### src/hdl/minimum_spanning_tree_engine_macros.svh
// Assertion macros for the minimum spanning tree engine
`ifndef MINIMUM_SPANNING_TREE_ENGINE_MACROS_SVH
`define MINIMUM_SPANNING_TREE_ENGINE_MACROS_SVH
`ifndef ASSERT_OFF
`define MST_ASSERT(lbl, clk, rst, prop, msg) \
   lbl: assert property (@(posedge clk) disable iff (rst) prop) else $error(msg);
`define MST_ASSERT_ALWAYS(lbl, clk, prop, msg) \
   lbl: assert property (@(posedge clk) prop) else $error(msg);
`else
`define MST_ASSERT(lbl, clk, rst, prop, msg)
`define MST_ASSERT_ALWAYS(lbl, clk, prop, msg)
`endif
`endif

### src/hdl/mst_pkg.sv
// Shared constants and controller/datapath types for the spanning tree engine
`timescale 1ns / 1ps
`default_nettype none
package mst_pkg;
   localparam int MAX_VERTICES_DEF = 64;
   localparam int MAX_EDGES_DEF    = 256;
   localparam int WEIGHT_BITS_DEF  = 16;

   localparam int VID_W    = 6;
   localparam int WGT_W    = 16;
   localparam int ACC_W    = 24;
   localparam int VC_W     = 7;
   localparam int RANK_W   = 3;
   localparam logic [RANK_W-1:0] RANK_MAX = 3'd7;
   localparam logic [VC_W-1:0]   VC_RESET = 7'd64;

   typedef struct packed {
      logic load;
      logic init;
      logic scan_start;
      logic scan_step;
      logic take_best;
      logic find_start;
      logic sel_b;
      logic uf_read;
      logic find_step;
      logic comp_start;
      logic comp_step;
      logic save_root;
      logic join_write;
      logic join_bump;
      logic emit_edge;
      logic emit_summary;
   } cmd_type;

   typedef struct packed {
      logic tree_full;
      logic scan_done;
      logic best_found;
      logic at_root;
      logic comp_done;
      logic same_root;
      logic out_free;
   } sts_type;
endpackage
`default_nettype wire

### src/hdl/mst_controller.sv
// Controller state machine: load, ordered scan, union-find walks and result sequencing
`timescale 1ns / 1ps
`default_nettype none
module mst_controller import mst_pkg::*; (
   input  wire logic    clock,
   input  wire logic    reset,
   input  wire logic    req_valid,
   input  wire logic    req_last,
   output logic         req_ready,
   input  wire sts_type sts,
   output cmd_type      cmd
);
   localparam logic [3:0] S_IDLE     = 4'd0;
   localparam logic [3:0] S_INIT     = 4'd1;
   localparam logic [3:0] S_SCAN_BEG = 4'd2;
   localparam logic [3:0] S_SCAN     = 4'd3;
   localparam logic [3:0] S_PICK     = 4'd4;
   localparam logic [3:0] S_FIND_BEG = 4'd5;
   localparam logic [3:0] S_FIND_RD  = 4'd6;
   localparam logic [3:0] S_FIND_CHK = 4'd7;
   localparam logic [3:0] S_COMP_BEG = 4'd8;
   localparam logic [3:0] S_COMP_RD  = 4'd9;
   localparam logic [3:0] S_COMP_WR  = 4'd10;
   localparam logic [3:0] S_JOIN     = 4'd11;
   localparam logic [3:0] S_BUMP     = 4'd12;
   localparam logic [3:0] S_EMIT     = 4'd13;
   localparam logic [3:0] S_SUM      = 4'd14;

   logic [3:0] state_ff, state_in;
   logic       side_ff, side_in;

   always_ff @(posedge clock) begin
      if (reset) begin
         state_ff <= S_IDLE;
         side_ff  <= 1'b0;
      end else begin
         state_ff <= state_in;
         side_ff  <= side_in;
      end
   end

   always_comb begin
      state_in  = state_ff;
      side_in   = side_ff;
      cmd       = '0;
      cmd.sel_b = side_ff;
      req_ready = 1'b0;
      case (state_ff)
         S_IDLE: begin
            req_ready = 1'b1;
            if (req_valid) begin
               cmd.load = 1'b1;
               if (req_last) state_in = S_INIT;
            end
         end
         S_INIT: begin
            cmd.init = 1'b1;
            state_in = S_SCAN_BEG;
         end
         S_SCAN_BEG: begin
            if (sts.tree_full) begin
               state_in = S_SUM;
            end else begin
               cmd.scan_start = 1'b1;
               state_in       = S_SCAN;
            end
         end
         S_SCAN: begin
            cmd.scan_step = 1'b1;
            if (sts.scan_done) state_in = S_PICK;
         end
         S_PICK: begin
            if (!sts.best_found) begin
               state_in = S_SUM;
            end else begin
               cmd.take_best = 1'b1;
               side_in       = 1'b0;
               state_in      = S_FIND_BEG;
            end
         end
         S_FIND_BEG: begin
            cmd.find_start = 1'b1;
            state_in       = S_FIND_RD;
         end
         S_FIND_RD: begin
            cmd.uf_read = 1'b1;
            state_in    = S_FIND_CHK;
         end
         S_FIND_CHK: begin
            cmd.find_step = 1'b1;
            state_in      = sts.at_root ? S_COMP_BEG : S_FIND_RD;
         end
         S_COMP_BEG: begin
            cmd.comp_start = 1'b1;
            state_in       = S_COMP_RD;
         end
         S_COMP_RD: begin
            if (sts.comp_done) begin
               cmd.save_root = 1'b1;
               if (!side_ff) begin
                  side_in  = 1'b1;
                  state_in = S_FIND_BEG;
               end else begin
                  state_in = S_JOIN;
               end
            end else begin
               cmd.uf_read = 1'b1;
               state_in    = S_COMP_WR;
            end
         end
         S_COMP_WR: begin
            cmd.comp_step = 1'b1;
            state_in      = S_COMP_RD;
         end
         S_JOIN: begin
            if (sts.same_root) begin
               state_in = S_SCAN_BEG;
            end else begin
               cmd.join_write = 1'b1;
               state_in       = S_BUMP;
            end
         end
         S_BUMP: begin
            cmd.join_bump = 1'b1;
            state_in      = S_EMIT;
         end
         S_EMIT: begin
            if (sts.out_free) begin
               cmd.emit_edge = 1'b1;
               state_in      = S_SCAN_BEG;
            end
         end
         S_SUM: begin
            if (sts.out_free) begin
               cmd.emit_summary = 1'b1;
               state_in         = S_IDLE;
            end
         end
         default: state_in = S_IDLE;
      endcase
   end
endmodule
`default_nettype wire

### config.mk
export PLATFORM = sky130hd
export DESIGN_NAME = mst_controller
export DESIGN_NICKNAME = d
export VERILOG_FILES = /design/src/hdl/minimum_spanning_tree_engine_macros.svh /design/src/hdl/mst_pkg.sv /design/src/hdl/mst_controller.sv
export SDC_FILE = /design/constraint.sdc
export NUM_CORES = 1
export LEC_CHECK = 0
export ABC_AREA = 1
export BUFFER_PORTS_ARGS = -buffer_cell sky130_fd_sc_hd__buf_2
export CAP_MARGIN = 20
export CELL_PAD_IN_SITES_DETAIL_PLACEMENT = 1
export CELL_PAD_IN_SITES_GLOBAL_PLACEMENT = 2
export CORE_MARGIN = 2
export CORE_UTILIZATION = 19
export CTS_CLUSTER_SIZE = 10
export DETAILED_ROUTE_END_ITERATION = 8
export PLACE_DENSITY_LB_ADDON = 0.1
export SYNTH_ARGS = -nofsm -noshare
export SYNTH_HDL_FRONTEND = slang
export SYNTH_SLANG_ARGS = --single-unit
### constraint.sdc
create_clock -name clock -period 1.6 [get_ports clock]
set_input_delay 0.24 -clock clock [delete_from_list [all_inputs] [get_ports clock]]
set_output_delay 0.24 -clock clock [all_outputs]
set_load 0.02 [all_outputs]
**Word level (Yosys, flattened, before mapping)**

Index checks and enable logic that the tools add are counted.

- Bits of input ports: 11
- Bits in registers: 5

- Reduce and logical (&&, ||, !) cells: 5
- Mux-type cells: 38
- Equal/unequal tests: 21

Operators with widths:

| operator | number |
|---|---|
| case mux 4 bit (14 select lines) | 1 |
| 2-to-1 mux 4 bit | 11 |
| == test 4 bit, second input constant | 7 |
| 2-to-1 mux 1 bit | 24 |
| == test 4 x 3 -> 1 bit, second input constant | 4 |
| inequality test 2 bit, second input constant | 7 |
| == test 4 x 2 -> 1 bit, second input constant | 2 |
| AND reduction 5 bit | 1 |
| == test 4 x 1 -> 1 bit, second input constant | 1 |
| logical NOT 4 bit | 1 |
| case mux 1 bit (2 select lines) | 2 |
| AND reduction 3 bit | 1 |
| nonzero test 2 bit | 1 |
| OR reduction 2 bit | 1 |

**Logic depth before layout (Yosys ltp)**

Gate-level depths: netlist of the first run.

- Word-level depth: 3
- Depth in mapped cells: 9
- Gate-level depth less buffers: 9

**Worst setup path after synthesis of the first run**

OpenSTA, ideal clock, no wires.

- Path type: reg2out
- Start point: register state_ff[0]
- End point: output cmd[8] in the netlist's numbering
- Arrival: 1.239 ns
- Required time: 1.360 ns
- Cell stages (with the launch flop): 5
- Setup slack: 0.121 ns
- Path through: dfxtp_1 -> inv_2 -> nor2_1 -> nand2_1 -> o21ai_0

RTL lines:

| what | line | source |
|---|---|---|
| start, declared | mst_controller.sv:29 | `logic [3:0] state_ff, state_in;` |
| start signal, assigned | mst_controller.sv:37 | `state_ff <= state_in;` |
| end, declared | mst_controller.sv:11 | `output cmd_type cmd` |

==> run_results.csv, run 1 <==
group,metric,value,unit
floorplan,fp.dieW,57.34,um
global_routing,grtUsageTotal,0.1261,
worst_setup_path,rrSetupSlack,0.26,ns
synth,synth.distinct_cells,17,
job,maxCapViolations,0,
synth,synth_area_per_cell,5.005,um^2
global_routing,grt_first_pass_wirelength,3291,um
sta,slew_violations,0,
sta,finalCriticalPeriod,1.520,ns
layout,fillerInstances,381,
clock_network,root_buffer,"clkbuf_4",
pwr,vdd.ir_drop.worst,735.5,uV
synth,netlist_instances,108,
placed_design,dp_hpwl,1689,um
worst_setup_path,crit_type,"register to output pin",
synth,ys_warn_count,0,
synth,synthFlopType,"dfxtp_1",
synth,ys_seq_elements,5,
clock_network,cts-hold-fix-buffers,0,
worst_hold_path,hold_depth,2,
layout,diodes,0,
worst_setup_path,startpoint_type,"register",
synth,synth_top_area_frac,0.2222,
route,avgRoutedWirePerCell,11.29,um
pwr,power.density,1267,nW/um^2
global_routing,grt_overflow_total,0,
worst_setup_path,rr_worst_depth,8,
layout,seq_area,112.6,um^2
clock_network,cts_sinks,5,
placed_design,globalplace.congestion,0.7445,
worst_setup_path,crit_path_max_fanout,6,
pwr,leakagePower,0.5133,nW
sta,max_freq,658.1,MHz
floorplan,core_area,2734,um^2
route,drc,0,
sta,finalSetupViolations,0,
route,via_per_inst,4.353,
clock_network,cts_max_path_buffers,2,
worst_hold_path,worst_hold_path_type,"primary input to register",
synth,synthTopCellsByArea,"nand2_1, dfxtp_1, inv_1, nor2_1, nand3_1",
route,first_iter_violations,10,
clock_network,cts_buffers,3,
sta,period_share,0.9498,
sta,rsz0062_at_grt,"yes",
sta,worstMarginPinSlew,0.3500,ns
clock_network,htree_num_levels,1,
synth,async_flop_share,0,
layout,stdcell_area,819.5,um^2
synth,yosys-top-cells-count,"nand2_1, inv_1, nor2_1, nand3_1",
synth,synth_top_cell_by_area,"nand2_1",
route,num_vias,753,
synth,synth_edf_count,0,
run_status,outcome,"finished clean",
clock_network,insertion_delay,0.24,ns
synth,yosysSeqAreaShare,0.1852,
clock_network,cts_tree,"built",
floorplan,start_util,0.1977,
sta,finalSetupTns,0,ns
floorplan,die_area,3287,um^2
layout,syn2layout_area_growth,51.62,%
floorplan,ios,28,
sta,holdWs,0.2146,ns
floorplan,rows,19,
sta,skew,0.003035,ns
worst_setup_path,worst_ep_required_time,1.36,ns
route,firstDrtPassIters,2,
worst_setup_path,r2r-start,"state_ff[1]",
layout,nets,154,
placed_design,portBuffers,27,
sta,slew-limit-headroom,0.7642,
synth,syn_area,540.5,um^2
layout,final_cell_count_no_fill,173,
route,wirelength,1953,um
worst_setup_path,endpoint,"cmd[1]",
route,ant_nets,0,
placed_design,placed_cell_area,721.9,um^2
layout,drive_above_1_share,0.3380,
worst_setup_path,worst_r2r_endpoint,"state_ff[2]",
sta,hold_viol_final,0,
worst_setup_path,cp.arrival,1.28,ns
layout,multi_input_area,371.6,um^2
worst_setup_path,endpoint_kind,"output pin",
synth,syn_nets,119,
global_routing,grt_pass1_vias,719,
floorplan,die_h,57.34,um
clock_network,clkTransAtPathRegs,0.04,ns
synth,yosysMostFrequentCell,"nand2_1",
placed_design,dpl.cell_count,167,
global_routing,antenna_found_initial,0,
global_routing,grt_max_degree,8,
worst_setup_path,crit_start,"state_ff[1]",
## metal layers
metal  part of all wire  GRT usage
met5                  0          0
met4                  0          0
met3              0.038    0.03175
met2               0.49     0.2151
met1               0.47     0.1722
## repair_timing
action,in CTS,in global routing
setup buffers,0,2
pin swaps,0,1
endpoints found under the setup margin,7,9
resized for setup,6,15
## placed cells by master (no fill, tap or decap), drive strengths merged
master / count
nand2: 32
buf: 31
inv: 25
nor2: 21
nand3: 7
a21oi: 6
o21ai: 6
dfxtp: 5
clkbuf: 4
nor4: 1
nor3: 1
nand3b: 1
o21bai: 1
nor2b: 1
## cells by family after synthesis
family                 Yosys count  share of synthesized area
AO/OA/AOI/OAI                   13                     0.1389
buffers and inverters           26                     0.1875
flip-flops                       5                     0.1852
AND/OR/NAND/NOR                 64                     0.4884
## report_power, final
group	leakage, nW	internal (mW)	switching [mW]	total [mW]
Sequential	0.0433	0.170	0.0720	0.242
Combinational	0.455	0.236	0.418	0.654
Clock	0.0150	0.0941	0.0481	0.142
## cell type report
class                      instances  share of cell area
clock buffer                       4             0.03206
inverter                          25              0.1145
multi-input combinational         77              0.4534
sequential                         5              0.1374
tap                               31             0.04733
timing repair buffer              31              0.2153
## per-stage QoR
| stage | total power [mW] | setup slack [ns] | utilization |
|---|---|---|---|
| finish | 1.038 | 0.08037 | 0.2998 |
| global route | 1.167 | -0.02173 | 0.2998 |
| CTS | 0.9640 | 0.01567 | 0.2778 |
| detailed placement | 0.7990 | 0.07040 | 0.2641 |
| global placement | 0.7998 | 0.05528 | 0.2641 |
| floorplan | 0.5875 | 0.1206 | - |
## worst min-delay path by stage
stage | endpoint | from | slack [ns]
final | state_ff[0] | reset | 0.21
after global routing | state_ff[1] | reset | 0.22
after CTS | state_ff[0] | reset | 0.21
after detailed placement | state_ff[1] | reset | 0.47
after global placement | state_ff[0] | reset | 0.47
after floorplan | side_ff | reset | 0.31
## sequential cells by signal, indices dropped and copies added, names as in the netlist
signal / flops
state_ff: 4
side_ff: 1
## critical path: stages (launching register included)
cell,delay (ns)
dfxtp_4,0.36
buf_4,0.14
nor2_4,0.13
nand2_1,0.13
nor2_1,0.11
buf_2,0.17
Power figures use the tool's default switching activity.
==> run 2, diff against run 1 <==
CELL_PAD_IN_SITES_GLOBAL_PLACEMENT = 1   (was 2)
CORE_UTILIZATION = 26   (was 19)
==> run_results.csv, run 2 (same netlist as run 1, synthesis figures left out) <==
group,metric,value,unit
global_routing,use_met1,0.1981,
job,maxCapViolations,0,
clock_network,post_cts_buffers,0,
layout,syn2layout_area_growth,43.98,%
clock_network,cts_buffers,3,
layout,stdcell_area,778.2,um^2
sta,slew-limit-headroom,0.7989,
floorplan,start_util,0.2755,
pwr,leakagePower,0.4980,nW
pwr,power.density,1262,nW/um^2
worst_setup_path,cp_cell_sequence,"buf_4 > nor2_4 > nand2_2 > nor2_2 > buf_2",
placed_design,dp_hpwl,1612,um
global_routing,grtUsageTotal,0.1578,
worst_setup_path,cp.arrival,1.27,ns
worst_setup_path,endpoint_kind,"output pin",
worst_setup_path,rrSetupSlack,0.31,ns
worst_setup_path,crit_path_top_delay_cell,"dfxtp_2",
sta,setup_ws,0.09273,ns
worst_setup_path,path_buf_inv,2,
placed_design,globalplace.congestion,0.8288,
route,num_vias,725,
placed_design,portBuffers,27,
floorplan,die_area,2460,um^2
placed_design,post-place-ws,0.1309,ns
route,wirelength,1823,um
floorplan,die_h,49.60,um
layout,top_regs,"state_ff: 4 flops, side_ff: 1 flops",
worst_setup_path,cp_top_family,"simple AND/OR/NAND/NOR gates",
global_routing,grt_max_degree,8,
global_routing,top_usage_layer,"met2",
floorplan,fp.dieW,49.60,um
route,firstDrtPassIters,4,
sta,max_freq,663.5,MHz
sta,slew_violations,0,
global_routing,grt_first_pass_wirelength,3084,um
clock_network,root_buffer,"clkbuf_4",
worst_setup_path,startpoint_type,"register",
pwr,vdd.ir_drop.worst,790.9,uV
route,ant_nets,0,
route,first_iter_violations,9,
floorplan,core_area,1962,um^2
route,avgRoutedWirePerCell,10.98,um
sta,finalCriticalPeriod,1.507,ns
worst_hold_path,worst_hold_path_type,"primary input to register",
global_routing,met2_usage,0.2800,
worst_setup_path,worstSetupPathDepth,5,
worst_setup_path,crit_path_max_incr_delay,0.33,ns
clock_network,cts_tree,"built",
run_status,outcome,"finished clean",
sta,hold_viol_final,0,
layout,layout_commonest_cell,"nand2_1",
floorplan,rows,16,
route,via_per_inst,4.367,
worst_setup_path,rr_worst_depth,7,
sta,skew,0.0009944,ns
global_routing,antenna_found_initial,0,
global_routing,grtUsageMet3,0.01212,
pwr,p_total,0.9819,mW
worst_setup_path,endpoint,"cmd[4]",
placed_design,placed_cell_area,709.4,um^2
sta,finalSetupViolations,0,
clock_network,clkTransAtPathRegs,0.04,ns
layout,nets,151,
worst_setup_path,crit_path_max_fanout,4,
clock_network,cts_max_path_buffers,2,
clock_network,htree_num_levels,1,
layout,diodes,0,
global_routing,grt_pass1_vias,758,
route,drc,0,
layout,drive_above_1_share,0.3453,
layout,regMostFlops,"state_ff",
layout,mostFrequentLayoutCells,"nand2_1, buf_2, inv_1",
clock_network,cts-hold-fix-buffers,0,
sta,worstMarginPinSlew,0.2985,ns
layout,largest_reg_flops,4,
layout,fillerInstances,312,
placed_design,dpl.cell_count,162,
sta,finalSetupTns,0,ns
worst_setup_path,r2r-start,"state_ff[1]",
sta,holdWs,0.2091,ns
layout,final_cell_count_no_fill,166,
floorplan,ios,28,
worst_setup_path,worst_r2r_endpoint,"state_ff[1]",
worst_setup_path,crit_start,"state_ff[1]",
sta,rsz0062_at_grt,"no",
clock_network,cts_sinks,5,
layout,utilization,0.3967,
clock_network,insertion_delay,0.23,ns
worst_setup_path,worst_ep_required_time,1.36,ns
sta,period_share,0.9420,
global_routing,grt_overflow_total,0,
worst_setup_path,crit_type,"register to output pin",
-- run 2: cell count changes in the layout (fill, tap and decap cells not counted), sizes merged --
cell,before,now
buf,31,28
-- run 2: final cells by class --
cell class / count / area, um^2 / share of cell area
flip-flops and latches: 5 / 110.1 / 0.1415
well taps: 27 / 33.78 / 0.04341
repair buffers: 28 / 142.6 / 0.1833
inverters: 25 / 93.84 / 0.1206
multi-input cells: 77 / 371.6 / 0.4775
clock buffers: 4 / 26.28 / 0.03376
-- run 2: repair_timing --
action                                  4_1_cts  5_1_grt
pin swaps                                     0        1
gates cloned                                  0        0
resized for setup                            10        8
endpoints found under the hold margin         0        0
endpoints found under the setup margin        7        9
-- run 2: worst min-delay path by stage --
stage / start / endpoint / slack [ns] / depth (start not counted)
2_1_floorplan: reset / side_ff / 0.31 / 1
3_3_place_gp: reset / state_ff[2] / 0.47 / 2
3_5_place_dp: reset / state_ff[0] / 0.47 / 2
4_1_cts: reset / state_ff[0] / 0.21 / 2
5_1_grt: reset / state_ff[1] / 0.21 / 2
6_report: reset / state_ff[0] / 0.21 / 2
-- run 2: power breakdown --
| group | total (mW) | internal [mW] | switching, mW | leakage [nW] |
|---|---|---|---|---|
| logic | 0.615 | 0.198 | 0.417 | 0.440 |
| clock network | 0.140 | 0.0939 | 0.0462 | 0.0150 |
| registers | 0.227 | 0.167 | 0.0595 | 0.0430 |
| total | 0.982 | 0.459 | 0.523 | 0.498 |
-- run 2: per-layer routing --
| metal | vias to the layer above | wire length (um) |
|---|---|---|
| li1 | 386 | - |
| met1 | 323 | 842 |
| met2 | 16 | 906 |
| met3 | 0 | 74 |
| met4 | 0 | 0 |
| met5 | - | 0 |
